[src/rtl/rtpst_pkg.sv]
// rtpst_pkg: shared types and constants of the rtp sequence tracker
// widths, reset values, item kinds, register indexes, sequencer states
// used by every rtl file of the block; depends on nothing
`timescale 1ns / 1ps
`default_nettype none

package rtpst_pkg;

  // counter and field widths
  localparam int COUNT_BITS = 32;
  localparam int CW         = COUNT_BITS;
  localparam int SEQ_W      = 16;
  localparam int BAD_W      = SEQ_W + 1;
  localparam int CFG_W      = 15;
  localparam int CFG_IDX_W  = 2;
  localparam int PROB_W     = 4;
  localparam int FRAC_W     = 8;
  localparam int KIND_W     = 2;

  // stream word layout
  localparam int IN_TDATA_W  = SEQ_W;
  localparam int IN_TUSER_W  = KIND_W;
  localparam int OUT_DATA_W  = 1 + 3 * CW + FRAC_W;
  localparam int OUT_TDATA_W = ((OUT_DATA_W + 7) / 8) * 8;
  localparam int OUT_PAD_W   = OUT_TDATA_W - OUT_DATA_W;

  // sequence space constants
  localparam logic [BAD_W-1:0] SEQ_MOD  = BAD_W'(65536);
  localparam logic [BAD_W-1:0] BAD_NONE = BAD_W'(65537);

  // reset values
  localparam logic [CFG_W-1:0]  MAX_DROPOUT_RST  = CFG_W'(3000);
  localparam logic [CFG_W-1:0]  MAX_MISORDER_RST = CFG_W'(100);
  localparam logic [PROB_W-1:0] MIN_SEQ_RST      = PROB_W'(2);
  localparam logic [PROB_W-1:0] PROB_RST         = PROB_W'(2);
  localparam logic [SEQ_W-1:0]  HIGHEST_RST      = {SEQ_W{1'b1}};

  // lost fraction divider
  localparam logic [FRAC_W-1:0] FRAC_SAT  = {FRAC_W{1'b1}};
  localparam int                DIV_CNT_W = $clog2(FRAC_W);

  // register indexes
  localparam logic [CFG_IDX_W-1:0] CFG_MAX_DROPOUT  = CFG_IDX_W'(0);
  localparam logic [CFG_IDX_W-1:0] CFG_MAX_MISORDER = CFG_IDX_W'(1);
  localparam logic [CFG_IDX_W-1:0] CFG_MIN_SEQ      = CFG_IDX_W'(2);

  // item kinds
  typedef enum logic [KIND_W-1:0] {
    KIND_PACKET = 2'd0,
    KIND_REPORT = 2'd1,
    KIND_START  = 2'd2
  } kind_t;

  // sequencer states
  typedef enum logic [3:0] {
    ST_IDLE,
    ST_DECODE,
    ST_PKT_WRAP,
    ST_PKT_RECV,
    ST_REP_EXT,
    ST_REP_BASE,
    ST_REP_EXP,
    ST_REP_LOST,
    ST_REP_EINT,
    ST_REP_RINT,
    ST_REP_LINT,
    ST_REP_SAT,
    ST_REP_DIV,
    ST_OUT
  } state_t;

  // packet decision handed from the checker to the sequencer
  typedef struct packed {
    logic set_high;
    logic prob_step;
    logic prob_fail;
    logic mark_bad;
    logic restart;
    logic wrap;
    logic count;
    logic order;
  } pkt_dec_t;

endpackage

`default_nettype wire

[src/rtl/rtpst_alu.sv]
// rtpst_alu: shared add / subtract unit of the rtp sequence tracker
// one counter-wide add or subtract per cycle, with a no-borrow flag
// depends on rtpst_pkg
`timescale 1ns / 1ps
`default_nettype none

module rtpst_alu (
  input  wire logic [rtpst_pkg::CW:0]   a,
  input  wire logic [rtpst_pkg::CW-1:0] b,
  input  wire logic                     sub,
  output logic      [rtpst_pkg::CW:0]   res,
  output logic                          ge
);

  logic [rtpst_pkg::CW:0]   b_ext;
  logic [rtpst_pkg::CW+1:0] sum;

  // two's complement subtract when sub is set
  assign b_ext = {1'b0, b} ^ {(rtpst_pkg::CW + 1){sub}};
  assign sum   = {1'b0, a} + {1'b0, b_ext} + {{(rtpst_pkg::CW + 1){1'b0}}, sub};
  assign res   = sum[rtpst_pkg::CW:0];

  // carry out of a subtract means a >= b
  assign ge = sub & sum[rtpst_pkg::CW+1];

endmodule

`default_nettype wire

[src/rtl/rtpst_pkt_check.sv]
// rtpst_pkt_check: classifies one packet sequence number against the tracker state
// probation, forward gap, misorder window and resync checks on 16 bit values
// depends on rtpst_pkg
`timescale 1ns / 1ps
`default_nettype none

module rtpst_pkt_check (
  input  wire logic [rtpst_pkg::SEQ_W-1:0]  seq,
  input  wire logic [rtpst_pkg::SEQ_W-1:0]  highest,
  input  wire logic [rtpst_pkg::BAD_W-1:0]  bad,
  input  wire logic [rtpst_pkg::PROB_W-1:0] prob,
  input  wire logic [rtpst_pkg::CFG_W-1:0]  dropout_max,
  input  wire logic [rtpst_pkg::CFG_W-1:0]  reorder_max,
  output rtpst_pkg::pkt_dec_t               dec
);

  logic [rtpst_pkg::SEQ_W-1:0] gap;
  logic [rtpst_pkg::SEQ_W-1:0] succ;
  logic [rtpst_pkg::BAD_W-1:0] misorder_lim;

  // distances in the 16 bit sequence space
  assign gap          = seq - highest;
  assign succ         = highest + rtpst_pkg::SEQ_W'(1);
  assign misorder_lim = rtpst_pkg::SEQ_MOD - rtpst_pkg::BAD_W'(reorder_max);

  // decision tree, first match wins
  always_comb begin
    dec = '0;
    if (prob != '0) begin
      dec.set_high = 1'b1;
      if (seq == succ) begin
        dec.prob_step = 1'b1;
        dec.order     = 1'b1;
        // last probation packet makes the source valid
        if (prob == rtpst_pkg::PROB_W'(1)) begin
          dec.restart = 1'b1;
          dec.count   = 1'b1;
        end
      end else begin
        dec.prob_fail = 1'b1;
      end
    end else if (gap < rtpst_pkg::SEQ_W'(dropout_max)) begin
      dec.set_high = 1'b1;
      dec.wrap     = (seq < highest);
      dec.count    = 1'b1;
      dec.order    = (gap == rtpst_pkg::SEQ_W'(1));
    end else if (rtpst_pkg::BAD_W'(gap) <= misorder_lim) begin
      // large jump: resync on the second packet in a row
      if (rtpst_pkg::BAD_W'(seq) == bad) begin
        dec.restart = 1'b1;
        dec.count   = 1'b1;
        dec.order   = (gap == rtpst_pkg::SEQ_W'(1));
      end else begin
        dec.mark_bad = 1'b1;
      end
    end else begin
      // duplicate or reordered packet: rejected
      dec = '0;
    end
  end

endmodule

`default_nettype wire

[src/rtl/rtp_sequence_tracker.sv]
// rtp_sequence_tracker: rtp receiver sequence tracking (top level)
// depends on rtpst_pkg, rtpst_alu and rtpst_pkt_check
//
// in channel: one word per item, in_tuser = kind (packet, report, start),
// in_tdata = sequence number. out channel: one word per item with in_order,
// extended highest, expected count, cumulative loss and lost fraction.
// cfg port: plain write of the dropout limit, the misorder limit and the
// probation length; the user is to write it only while no item is in flight,
// which the block does not enforce. one item is handled at a time; in_tready is
// high only while idle. after the accept every item is decoded; a start, an
// unused kind or an uncounted packet then goes to the result word, a counted
// packet first updates the received count, one with a 64k wrap first the wrap
// count and then the received count; a report runs the extended highest,
// expected, lost and interval steps, then the saturation check and, when the
// lost fraction needs it, the 8-step restoring divide. the shared add / subtract
// unit performs one counter-wide step per cycle. the next item is taken the
// cycle after the result word leaves; a stalled receiver holds it and the block.
// reset (rst_n low, synchronous) restores the default registers, puts the
// source in probation and clears all counters.
`timescale 1ns / 1ps
`default_nettype none

module rtp_sequence_tracker (
  input  wire logic                                clk,
  input  wire logic                                rst_n,
  // input words
  input  wire logic                                in_tvalid,
  output logic                                     in_tready,
  input  wire logic [rtpst_pkg::IN_TDATA_W-1:0]    in_tdata,  // [15:0] sequence_number
  input  wire logic [rtpst_pkg::IN_TUSER_W-1:0]    in_tuser,  // [1:0] kind
  // result words
  output logic                                     out_tvalid,
  input  wire logic                                out_tready,
  // [0] in_order, [32:1] extended_highest, [64:33] expected_count,
  // [96:65] lost_count, [104:97] lost_fraction, [111:105] zero
  output logic      [rtpst_pkg::OUT_TDATA_W-1:0]   out_tdata,
  // configuration writes
  input  wire logic                                cfg_we,
  input  wire logic [rtpst_pkg::CFG_IDX_W-1:0]     cfg_index,
  input  wire logic [rtpst_pkg::CFG_W-1:0]         cfg_wdata
);

  localparam int CW = rtpst_pkg::CW;

  // sequencer
  rtpst_pkg::state_t state_r, state_nxt;

  // configuration registers
  logic [rtpst_pkg::CFG_W-1:0]  dropout_max_r;
  logic [rtpst_pkg::CFG_W-1:0]  reorder_max_r;
  logic [rtpst_pkg::PROB_W-1:0] min_seq_r;

  // tracker state
  logic [rtpst_pkg::SEQ_W-1:0]  base_r, base_nxt;
  logic [rtpst_pkg::SEQ_W-1:0]  highest_r, highest_nxt;
  logic [rtpst_pkg::BAD_W-1:0]  bad_r, bad_nxt;
  logic [CW-1:0]                wrap_r, wrap_nxt;
  logic [rtpst_pkg::PROB_W-1:0] prob_r, prob_nxt;
  logic [CW-1:0]                recv_r, recv_nxt;
  logic [CW-1:0]                recv_last_r, recv_last_nxt;
  logic [CW-1:0]                exp_last_r, exp_last_nxt;

  // latched item and work registers
  logic [rtpst_pkg::KIND_W-1:0] kind_r, kind_nxt;
  logic [rtpst_pkg::SEQ_W-1:0]  seq_r, seq_nxt;
  logic [CW-1:0]                eint_r, eint_nxt;
  logic [CW-1:0]                rint_r, rint_nxt;
  logic [CW-1:0]                rem_r, rem_nxt;
  logic [rtpst_pkg::DIV_CNT_W-1:0] div_cnt_r, div_cnt_nxt;

  // result word registers
  logic                         ord_r, ord_nxt;
  logic [CW-1:0]                ext_r, ext_nxt;
  logic [CW-1:0]                expc_r, expc_nxt;
  logic [CW-1:0]                lost_r, lost_nxt;
  logic [rtpst_pkg::FRAC_W-1:0] frac_r, frac_nxt;

  // shared unit
  logic [CW:0]   alu_a;
  logic [CW-1:0] alu_b;
  logic          alu_sub;
  logic [CW:0]   alu_res;
  logic          alu_ge;

  rtpst_pkg::pkt_dec_t pkt_dec;
  logic                in_acc;
  logic                rep_no_loss;
  logic                div_last;

  assign in_tready  = (state_r == rtpst_pkg::ST_IDLE);
  assign out_tvalid = (state_r == rtpst_pkg::ST_OUT);
  assign in_acc     = in_tvalid & in_tready;
  assign out_tdata  = {{rtpst_pkg::OUT_PAD_W{1'b0}}, frac_r, lost_r, expc_r, ext_r, ord_r};

  assign rep_no_loss = (eint_r == '0) || (rem_r == '0) || rem_r[CW-1];
  assign div_last    = (div_cnt_r == rtpst_pkg::DIV_CNT_W'(rtpst_pkg::FRAC_W - 1));

  rtpst_alu u_alu (
    .a   (alu_a),
    .b   (alu_b),
    .sub (alu_sub),
    .res (alu_res),
    .ge  (alu_ge)
  );

  rtpst_pkt_check u_pkt_check (
    .seq         (seq_r),
    .highest     (highest_r),
    .bad         (bad_r),
    .prob        (prob_r),
    .dropout_max (dropout_max_r),
    .reorder_max (reorder_max_r),
    .dec         (pkt_dec)
  );

  // next state
  always_comb begin
    state_nxt = state_r;
    unique case (state_r)
      rtpst_pkg::ST_IDLE: begin
        if (in_acc) state_nxt = rtpst_pkg::ST_DECODE;
      end
      rtpst_pkg::ST_DECODE: begin
        if (kind_r == rtpst_pkg::KIND_REPORT) begin
          state_nxt = rtpst_pkg::ST_REP_EXT;
        end else if (kind_r == rtpst_pkg::KIND_PACKET && pkt_dec.wrap) begin
          state_nxt = rtpst_pkg::ST_PKT_WRAP;
        end else if (kind_r == rtpst_pkg::KIND_PACKET && pkt_dec.count) begin
          state_nxt = rtpst_pkg::ST_PKT_RECV;
        end else begin
          state_nxt = rtpst_pkg::ST_OUT;
        end
      end
      rtpst_pkg::ST_PKT_WRAP: state_nxt = rtpst_pkg::ST_PKT_RECV;
      rtpst_pkg::ST_PKT_RECV: state_nxt = rtpst_pkg::ST_OUT;
      rtpst_pkg::ST_REP_EXT:  state_nxt = rtpst_pkg::ST_REP_BASE;
      rtpst_pkg::ST_REP_BASE: state_nxt = rtpst_pkg::ST_REP_EXP;
      rtpst_pkg::ST_REP_EXP:  state_nxt = rtpst_pkg::ST_REP_LOST;
      rtpst_pkg::ST_REP_LOST: state_nxt = rtpst_pkg::ST_REP_EINT;
      rtpst_pkg::ST_REP_EINT: state_nxt = rtpst_pkg::ST_REP_RINT;
      rtpst_pkg::ST_REP_RINT: state_nxt = rtpst_pkg::ST_REP_LINT;
      rtpst_pkg::ST_REP_LINT: state_nxt = rtpst_pkg::ST_REP_SAT;
      rtpst_pkg::ST_REP_SAT: begin
        if (rep_no_loss || alu_ge) state_nxt = rtpst_pkg::ST_OUT;
        else                       state_nxt = rtpst_pkg::ST_REP_DIV;
      end
      rtpst_pkg::ST_REP_DIV: begin
        if (div_last) state_nxt = rtpst_pkg::ST_OUT;
      end
      rtpst_pkg::ST_OUT: begin
        if (out_tready) state_nxt = rtpst_pkg::ST_IDLE;
      end
      default: state_nxt = rtpst_pkg::ST_IDLE;
    endcase
  end

  // operand select for the shared unit
  always_comb begin
    alu_a   = {1'b0, wrap_r};
    alu_b   = CW'(rtpst_pkg::SEQ_MOD);
    alu_sub = 1'b0;
    unique case (state_r)
      rtpst_pkg::ST_PKT_RECV: begin
        alu_a = {1'b0, recv_r};
        alu_b = CW'(1);
      end
      rtpst_pkg::ST_REP_EXT: begin
        alu_b = CW'(highest_r);
      end
      rtpst_pkg::ST_REP_BASE: begin
        alu_a   = {1'b0, ext_r};
        alu_b   = CW'(base_r);
        alu_sub = 1'b1;
      end
      rtpst_pkg::ST_REP_EXP: begin
        alu_a = {1'b0, expc_r};
        alu_b = CW'(1);
      end
      rtpst_pkg::ST_REP_LOST: begin
        alu_a   = {1'b0, expc_r};
        alu_b   = recv_r;
        alu_sub = 1'b1;
      end
      rtpst_pkg::ST_REP_EINT: begin
        alu_a   = {1'b0, expc_r};
        alu_b   = exp_last_r;
        alu_sub = 1'b1;
      end
      rtpst_pkg::ST_REP_RINT: begin
        alu_a   = {1'b0, recv_r};
        alu_b   = recv_last_r;
        alu_sub = 1'b1;
      end
      rtpst_pkg::ST_REP_LINT: begin
        alu_a   = {1'b0, eint_r};
        alu_b   = rint_r;
        alu_sub = 1'b1;
      end
      rtpst_pkg::ST_REP_SAT: begin
        alu_a   = {1'b0, rem_r};
        alu_b   = eint_r;
        alu_sub = 1'b1;
      end
      rtpst_pkg::ST_REP_DIV: begin
        // twice the remainder against the expected interval
        alu_a   = {rem_r, 1'b0};
        alu_b   = eint_r;
        alu_sub = 1'b1;
      end
      default: begin
        // wrap step and idle states keep the defaults
        alu_sub = 1'b0;
      end
    endcase
  end

  // register updates per state
  always_comb begin
    base_nxt      = base_r;
    highest_nxt   = highest_r;
    bad_nxt       = bad_r;
    wrap_nxt      = wrap_r;
    prob_nxt      = prob_r;
    recv_nxt      = recv_r;
    recv_last_nxt = recv_last_r;
    exp_last_nxt  = exp_last_r;
    kind_nxt      = kind_r;
    seq_nxt       = seq_r;
    eint_nxt      = eint_r;
    rint_nxt      = rint_r;
    rem_nxt       = rem_r;
    div_cnt_nxt   = div_cnt_r;
    ord_nxt       = ord_r;
    ext_nxt       = ext_r;
    expc_nxt      = expc_r;
    lost_nxt      = lost_r;
    frac_nxt      = frac_r;

    unique case (state_r)
      rtpst_pkg::ST_IDLE: begin
        if (in_acc) begin
          kind_nxt = in_tuser;
          seq_nxt  = in_tdata;
        end
      end

      rtpst_pkg::ST_DECODE: begin
        // fields without meaning for the item stay zero
        ord_nxt  = 1'b0;
        ext_nxt  = '0;
        expc_nxt = '0;
        lost_nxt = '0;
        frac_nxt = '0;
        unique case (kind_r)
          rtpst_pkg::KIND_PACKET: begin
            ord_nxt = pkt_dec.order;
            if (pkt_dec.set_high)  highest_nxt = seq_r;
            if (pkt_dec.prob_step) prob_nxt = prob_r - rtpst_pkg::PROB_W'(1);
            if (pkt_dec.prob_fail) prob_nxt = min_seq_r - rtpst_pkg::PROB_W'(1);
            if (pkt_dec.mark_bad)  bad_nxt = {1'b0, seq_r + rtpst_pkg::SEQ_W'(1)};
            if (pkt_dec.restart) begin
              base_nxt      = seq_r;
              highest_nxt   = seq_r;
              bad_nxt       = rtpst_pkg::BAD_NONE;
              wrap_nxt      = '0;
              recv_nxt      = '0;
              recv_last_nxt = '0;
              exp_last_nxt  = '0;
            end
          end
          rtpst_pkg::KIND_START: begin
            base_nxt      = seq_r;
            highest_nxt   = seq_r - rtpst_pkg::SEQ_W'(1);
            bad_nxt       = rtpst_pkg::BAD_NONE;
            wrap_nxt      = '0;
            recv_nxt      = '0;
            recv_last_nxt = '0;
            exp_last_nxt  = '0;
            prob_nxt      = min_seq_r;
          end
          default: begin
            // report starts next cycle; unused kind changes nothing
            ord_nxt = 1'b0;
          end
        endcase
      end

      rtpst_pkg::ST_PKT_WRAP: wrap_nxt = alu_res[CW-1:0];
      rtpst_pkg::ST_PKT_RECV: recv_nxt = alu_res[CW-1:0];
      rtpst_pkg::ST_REP_EXT:  ext_nxt  = alu_res[CW-1:0];
      rtpst_pkg::ST_REP_BASE: expc_nxt = alu_res[CW-1:0];
      rtpst_pkg::ST_REP_EXP:  expc_nxt = alu_res[CW-1:0];
      rtpst_pkg::ST_REP_LOST: lost_nxt = alu_res[CW-1:0];

      rtpst_pkg::ST_REP_EINT: begin
        eint_nxt     = alu_res[CW-1:0];
        exp_last_nxt = expc_r;
      end

      rtpst_pkg::ST_REP_RINT: begin
        rint_nxt      = alu_res[CW-1:0];
        recv_last_nxt = recv_r;
      end

      rtpst_pkg::ST_REP_LINT: rem_nxt = alu_res[CW-1:0];

      rtpst_pkg::ST_REP_SAT: begin
        // zero, saturated, or start of the divide
        div_cnt_nxt = '0;
        if (rep_no_loss)  frac_nxt = '0;
        else if (alu_ge)  frac_nxt = rtpst_pkg::FRAC_SAT;
        else              frac_nxt = '0;
      end

      rtpst_pkg::ST_REP_DIV: begin
        // one quotient bit per cycle
        frac_nxt    = {frac_r[rtpst_pkg::FRAC_W-2:0], alu_ge};
        rem_nxt     = alu_ge ? alu_res[CW-1:0] : {rem_r[CW-2:0], 1'b0};
        div_cnt_nxt = div_cnt_r + rtpst_pkg::DIV_CNT_W'(1);
      end

      default: begin
        // result word waits for the receiver
        ord_nxt = ord_r;
      end
    endcase
  end

  // control and tracker state
  always_ff @(posedge clk) begin
    if (!rst_n) begin
      state_r     <= rtpst_pkg::ST_IDLE;
      base_r      <= '0;
      highest_r   <= rtpst_pkg::HIGHEST_RST;
      bad_r       <= rtpst_pkg::BAD_NONE;
      wrap_r      <= '0;
      prob_r      <= rtpst_pkg::PROB_RST;
      recv_r      <= '0;
      recv_last_r <= '0;
      exp_last_r  <= '0;
      div_cnt_r   <= '0;
    end else begin
      state_r     <= state_nxt;
      base_r      <= base_nxt;
      highest_r   <= highest_nxt;
      bad_r       <= bad_nxt;
      wrap_r      <= wrap_nxt;
      prob_r      <= prob_nxt;
      recv_r      <= recv_nxt;
      recv_last_r <= recv_last_nxt;
      exp_last_r  <= exp_last_nxt;
      div_cnt_r   <= div_cnt_nxt;
    end
  end

  // configuration registers
  always_ff @(posedge clk) begin
    if (!rst_n) begin
      dropout_max_r <= rtpst_pkg::MAX_DROPOUT_RST;
      reorder_max_r <= rtpst_pkg::MAX_MISORDER_RST;
      min_seq_r     <= rtpst_pkg::MIN_SEQ_RST;
    end else if (cfg_we) begin
      unique case (cfg_index)
        rtpst_pkg::CFG_MAX_DROPOUT:  dropout_max_r <= cfg_wdata;
        rtpst_pkg::CFG_MAX_MISORDER: reorder_max_r <= cfg_wdata;
        rtpst_pkg::CFG_MIN_SEQ:      min_seq_r     <= cfg_wdata[rtpst_pkg::PROB_W-1:0];
        default:                     min_seq_r     <= min_seq_r;
      endcase
    end
  end

  // payload registers
  always_ff @(posedge clk) begin
    kind_r <= kind_nxt;
    seq_r  <= seq_nxt;
    eint_r <= eint_nxt;
    rint_r <= rint_nxt;
    rem_r  <= rem_nxt;
    ord_r  <= ord_nxt;
    ext_r  <= ext_nxt;
    expc_r <= expc_nxt;
    lost_r <= lost_nxt;
    frac_r <= frac_nxt;
  end

`ifndef NO_ASSERTIONS
  // the block never takes a word while a result waits
  a_one_item: assert property (@(posedge clk) disable iff (!rst_n)
    !(in_tready && out_tvalid))
    else $error("input taken while a result word is pending");

  // an accepted word is decoded in the next cycle
  a_decode: assert property (@(posedge clk) disable iff (!rst_n)
    in_acc |=> state_r == rtpst_pkg::ST_DECODE)
    else $error("accepted word not decoded");

  // divider remainder stays below the expected interval
  a_div_rem: assert property (@(posedge clk) disable iff (!rst_n)
    state_r == rtpst_pkg::ST_REP_DIV |-> rem_r < eint_r)
    else $error("divider remainder out of range");

  // in_order is only ever reported for packets
  a_order_pkt: assert property (@(posedge clk) disable iff (!rst_n)
    out_tvalid && ord_r |-> kind_r == rtpst_pkg::KIND_PACKET)
    else $error("in_order set for a non-packet word");
`endif

endmodule

`default_nettype wire

[config.mk]
export PLATFORM = sky130hd
export DESIGN_NAME = rtp_sequence_tracker
export DESIGN_NICKNAME = d
export VERILOG_FILES = /design/src/rtl/rtpst_pkg.sv /design/src/rtl/rtpst_alu.sv /design/src/rtl/rtpst_pkt_check.sv /design/src/rtl/rtp_sequence_tracker.sv
export SDC_FILE = /design/constraint.sdc
export NUM_CORES = 1
export LEC_CHECK = 0
export BUFFER_PORTS_ARGS = -buffer_cell sky130_fd_sc_hd__buf_2
export CELL_PAD_IN_SITES_DETAIL_PLACEMENT = 1
export CELL_PAD_IN_SITES_GLOBAL_PLACEMENT = 2
export CORE_ASPECT_RATIO = 0.5
export CORE_MARGIN = 8
export CORE_UTILIZATION = 35
export DETAILED_ROUTE_END_ITERATION = 8
export PLACE_DENSITY = 0.85
export RECOVER_POWER = 25
export SLEW_MARGIN = 20
export SYNTH_ARGS = -nofsm -noshare
export SYNTH_HDL_FRONTEND = slang
export SYNTH_HIERARCHICAL = 1
export SYNTH_SLANG_ARGS = --single-unit
[constraint.sdc]
create_clock -name clk -period 5.7 [get_ports clk]
set_clock_uncertainty 0.05 [all_clocks]
set_input_delay 0.57 -clock clk [delete_from_list [all_inputs] [get_ports clk]]
set_output_delay 0.57 -clock clk [all_outputs]
set_load 0.1 [all_outputs]
== Yosys cells after proc, flatten, opt, wreduce, memory -nomap -nowiden ==
Cells that the tools add are included.
Cells by class
  add/sub/neg operators: 10
  order comparisons: 3
  equal/unequal tests: 31
  muxes and demuxes: 55
  bitwise logic cells: 3
  reductions and logical operators: 41
Operator list (number)
  one-hot mux 32 bit (2 select lines): 9
  one-hot mux 32 bit (8 select lines): 1
  one-hot mux 33 bit (6 select lines): 1
  logical NOT 32 bit: 2
  2-to-1 mux 32 bit: 2
  one-hot mux 16 bit (2 select lines): 2
  one-hot mux 4 bit (14 select lines): 1
  2-to-1 mux 16 bit: 3
  adder 33 x 33 -> 34 bit: 1
  adder 34 x 1 -> 34 bit: 1
  2-to-1 mux 17 bit: 2
  one-hot mux 17 bit (2 select lines): 1
  bitwise XOR 32 x 33 -> 33 bit: 1
  adder 16 x 1 -> 16 bit, second input constant: 2
  2-to-1 mux 4 bit: 8
  AND reduction 3 bit: 9
  equality test 4 bit, second input constant: 6
  one-hot mux 8 bit (3 select lines): 1
  nonzero test 2 bit: 10
  equality test 16 x 17 -> 1 bit: 1
  less-or-equal comparator 16 x 17 -> 1 bit: 1
  subtractor 17 x 15 -> 17 bit, first input constant: 1
  equality test 16 x 1 -> 1 bit, second input constant: 1
  equality test 16 bit: 1
  33 further kinds: 75
Word-level totals
  flip-flop bits (word level): 441
  bits of input ports: 40
  output and inout port bits: 114

== Longest topological paths before layout ==
  word-level depth: 11
  mapped depth: 28
  depth with buffers taken out: 26

== Hierarchy ==
The synthesis kept the hierarchy.
Modules (own cells, without submodules)
  rtp_sequence_tracker: times used 1, cells an instance 1911, area each 19242.2 um2, sequential area each 11020.6 um2
  rtpst_pkt_check: times used 1, cells an instance 354, area each 2542.4 um2, sequential area each 0.0 um2
  rtpst_alu: times used 1, cells an instance 295, area each 2108.3 um2, sequential area each 0.0 um2

== Worst setup path before layout ==
OpenSTA, ideal clock, no wires.
  kind: register to register
  start: reg seq_r[0] (netlist name)
  end: reg base_r[14] (netlist name)
  setup time: 0.070 ns
  arrival: 5.172 ns
  required time: 5.580 ns
  setup slack: 0.407 ns
  cell stages (with the launch flop): 27
  path buffers: 2
  clock period less this slack: 5.293 ns
  cell sequence: edfxtp_1 -> inv_1 -> ha_1 -> inv_1 -> fa_1 -> a211oi_1 -> o21bai_1 -> nor3b_1 -> o221a_2 -> nor2_1 -> a21oi_1 -> xor2_1 -> ha_1 -> and3_1 -> nand3_1 -> nor4_1 -> and4_1 -> o31ai_1 -> or3_1 -> a21boi_0 -> nor2_1 -> nor2_1 -> nor2b_1 -> clkbuf_1 -> clkbuf_1 -> nand2_1 -> a21oi_1
RTL lines
  start, declared: line rtp_sequence_tracker.sv:65  | logic [rtpst_pkg::SEQ_W-1:0] seq_r, seq_nxt;
  start signal, assigned: line rtp_sequence_tracker.sv:375  | seq_r <= seq_nxt;
  end signal, assigned: line rtp_sequence_tracker.sv:344  | base_r <= base_nxt;
  end, declared: line rtp_sequence_tracker.sv:54  | logic [rtpst_pkg::SEQ_W-1:0] base_r, base_nxt;

== Final worst setup path ==
  start: reg state_r[2]
  end: reg frac_r[6] (netlist name) (data pin)
Between the ends
  cells in the longest elaborated chain, start to end: 10
Ends and longest elaborated chain
  start, declared: line rtp_sequence_tracker.sv:46  | rtpst_pkg::state_t state_r, state_nxt;
  start signal, assigned: line rtp_sequence_tracker.sv:332  | state_r <= rtpst_pkg::ST_IDLE;
  start signal, assigned: line rtp_sequence_tracker.sv:343  | state_r <= state_nxt;
  equality test 4 bit, or another cell as far along: line rtp_sequence_tracker.sv:162  | unique case (state_r)
  OR reduction 2 bit (no source line)
  one-hot mux 32 bit (8 select lines) *: line rtp_sequence_tracker.sv:162
  net alu_b[1]: line rtp_sequence_tracker.sv:80  | logic [CW-1:0] alu_b;
  bitwise XOR 32 x 33 -> 33 bit *: line rtpst_alu.sv:19  | assign b_ext = {1'b0, b} ^ {(rtpst_pkg::CW + 1){sub}};
  adder 33 x 33 -> 34 bit *: line rtpst_alu.sv:20  | assign sum = {1'b0, a} + {1'b0, b_ext} + {{(rtpst_pkg::CW + 1){1'b0}}, sub};
  adder 34 x 1 -> 34 bit *: line rtpst_alu.sv:20
  AND 1 bit *: line rtpst_alu.sv:24  | assign ge = sub & sum[rtpst_pkg::CW+1];
  net alu_ge: line rtp_sequence_tracker.sv:83  | logic alu_ge;
  2-to-1 mux 8 bit *: line rtp_sequence_tracker.sv:311  | else if (alu_ge) frac_nxt = rtpst_pkg::FRAC_SAT;
  2-to-1 mux 8 bit *: line rtp_sequence_tracker.sv:310  | if (rep_no_loss) frac_nxt = '0;
  one-hot mux 8 bit (3 select lines) *: line rtp_sequence_tracker.sv:239  | unique case (state_r)
  net frac_nxt (one bit): line rtp_sequence_tracker.sv:76  | logic [rtpst_pkg::FRAC_W-1:0] frac_r, frac_nxt;
  end signal, assigned: line rtp_sequence_tracker.sv:383  | frac_r <= frac_nxt;
  end, declared: line rtp_sequence_tracker.sv:76
The timed path passes the listed nets; every way through them passes the cells marked *.
A chain may end at the register's enable or synchronous reset.

==> impl_results.md <==
* Status: completed
* Worst r2r path cells at 23
* Max Cap Viol at 0
* DR pass1 iterations at 6
* Routed Antenna Nets at 0
* Mapped Area at approximately 24000 sq um
* Synth warn at 6
* Vias in the first global route at around 23000
* Period utilization at around 97%
* Die area at 77270 sq um
* Aggregate global routing overflow at 0
* Cts hold-fix bufs at 0
* Reg-to-reg endpoint: frac_r[6]
* Slew HR at around a fifth
* Multi-input gate area at ~12000 sq um
* Final HPWL DP at approximately 66000 um
* Critical path type: flip-flop to flip-flop
* Clk slew on worst S/H paths at about 0.06 ns
* Largest net degree at the start of global routing at 83
* Fin. Hold Viols at 0
* Critical path capture point type: flip-flop
* Sequential Area at between 10000 and 15000 sq um
* Worst Path Required at between 6 and 7 ns
* Synthesized area per cell at ~9.3 sq um
* Tightest Hold Check Type: input port to flip-flop
* CTS root buf: clkbuf_16
* Cells after synthesis at approximately 2600
* Critical path launch point type: flip-flop
* Cell row count at between 60 and 70
* Final wirelength at between 90000 and 100000 um
* Initial antenna violation count at 0
* Vias at roughly 22000
* Gpl congestion at slightly above 0.9
* Synth-to-Final Area Change at 21.41%
* CORE AREA at 67230 sq um
* Max Slew Vio Count at 0
* CTS tree: built
* Placed Cells at between 3000 and 4000
* Most frequent cell on the critical path: buf_4
* Reg2reg setup slack at 0.16 ns
* Layout cells sized above 1 at about 17%
* Total clock buffers created by CTS at 46
* Endpoint, Worst Hold: kind_r[1]
* Nets at 2949
* Hold Path Depth at 1
* DR vias/cell at 5.911
* Bufs and invs on worst path at 7
* Total Routing Usage GR at about a quarter
* Worst slew pin tran at roughly 1.2 ns
* CP top delay family: compound AO/OA/AOI/OAI gates
* Final setup violation count at 0
* Die height at ~200 um
* Io pins at around 150
* DRC violations left at 0
* Wirelength per Cell at ~25 um
* Max Fanout on Critical Path at 18
* Critical path's slowest cell: o41ai_1
* Initial DRC count at approximately 2100
* Post-route setup TNS at 0 ns
* Die width at 385.2 um
* # clock sinks at between 400 and 500
* H-Tree Depth at 2
* Fin util at approximately 43%
* Port bufs at around 150
* Worst EP arrival at roughly 5.9 ns
* Hold Path Origin: in_tuser[1]
* Fill cells at 7686
* CP max stage delay at between 0.7 and 0.8 ns
* Final min period at around 5.5 ns
* Finished Layout Cells at approximately 3800
* Worst-Skew Late Latency at around 0.6 ns
* Initial Util at 35.48%
* RR Startpoint: state_r[2]
* Worst-path cell chain: nand2b_1 -> nand2b_2 -> clkinvlp_2 -> buf_12 -> clkbuf_1 -> a22oi_1 -> nand3_1 -> xor2_1 -> ha_1 -> nand2_1 -> o21ai_2 -> a31oi_2 -> o41ai_1 -> buf_4 -> o21ai_0 -> o21ai_1 -> buf_4 -> o21ba_2 -> buf_4 -> nand2_1 -> nor4_2 -> buf_4 -> a21o_1
* Max Fclk at about 180 MHz
* First-pass GRT wire length at ~140000 um
* CTS max path bufs at 3
-- layout by cell type, fill, tap and decap left out, types with 14 or more instances in the layout --
cell / n
nand2_1: 320
buf_4: 221
dfxtp_1: 220
edfxtp_1: 219
nand3_1: 206
a21oi_1: 190
nor2_1: 111
a22oi_1: 100
clkbuf_1: 90
xor2_1: 88
ha_1: 81
and2_1: 71
buf_2: 70
inv_1: 58
xnor2_1: 51
o21ai_0: 49
clkbuf_16: 49
a31oi_1: 41
a21o_1: 39
and3_1: 39
a221oi_1: 33
nor3_1: 31
a22o_1: 31
mux2_2: 31
nor4_1: 30
a21boi_0: 28
buf_12: 23
nand4_1: 22
a222oi_1: 17
a21boi_1: 17
nand2b_1: 14
-- through the flow --
step	area, sq um	hold slack (ns)	setup WS (ns)
final	28960	0.1166	0.1565
after detailed placement	27260	0.3970	-0.04113
after CTS	28870	0.09161	0.02298
after global placement	27250	0.3888	0.08457
after global routing	28960	0.09307	-0.04816
after floorplan	23880	0.3815	0.4074
-- area by class of cell --
class,instances,area share [%]
Inverter,60,0.7906
Clock buffer,52,4.121
Antenna cell,1,0.008640
Tap cell,897,3.875
Clock inverter,32,1.283
Timing Repair Buffer,405,9.993
Multi-Input combinational cell,1870,41.87
Sequential cell,441,38.06
-- how the worst max path moves through the flow --
stage / startpoint / to / cells past startpoint
2_1_floorplan: seq_r[0] / base_r[14] / 26
3_3_place_gp: seq_r[1] / state_r[0] / 20
3_5_place_dp: seq_r[0] / recv_r[14] / 29
4_1_cts: seq_r[0] / recv_r[24] / 27
5_1_grt: seq_r[0] / recv_r[24] / 27
6_report: state_r[2] / frac_r[6] / 23
-- layer usage --
metal | wire, um | vias to the layer above | GRT usage [%]
met5 | 0 | - | 0
met1 | 40850 | 11240 | 30.80
li1 | - | 9946 | -
met4 | 3916 | 0 | 8.828
met2 | 44430 | 829 | 38.59
met3 | 6181 | 203 | 3.093
-- what timing repair did --
action / in CTS / in global routing
pin swaps: 1 / 16
setup buffers: 1 / 5
cloned: 1 / 4
setup endpoints to repair: 77 / 181
gates resized for setup: 9 / 44
Power is not shown: default switching activity piles up to over one toggle a cycle in this logic, so the estimate is an artifact.
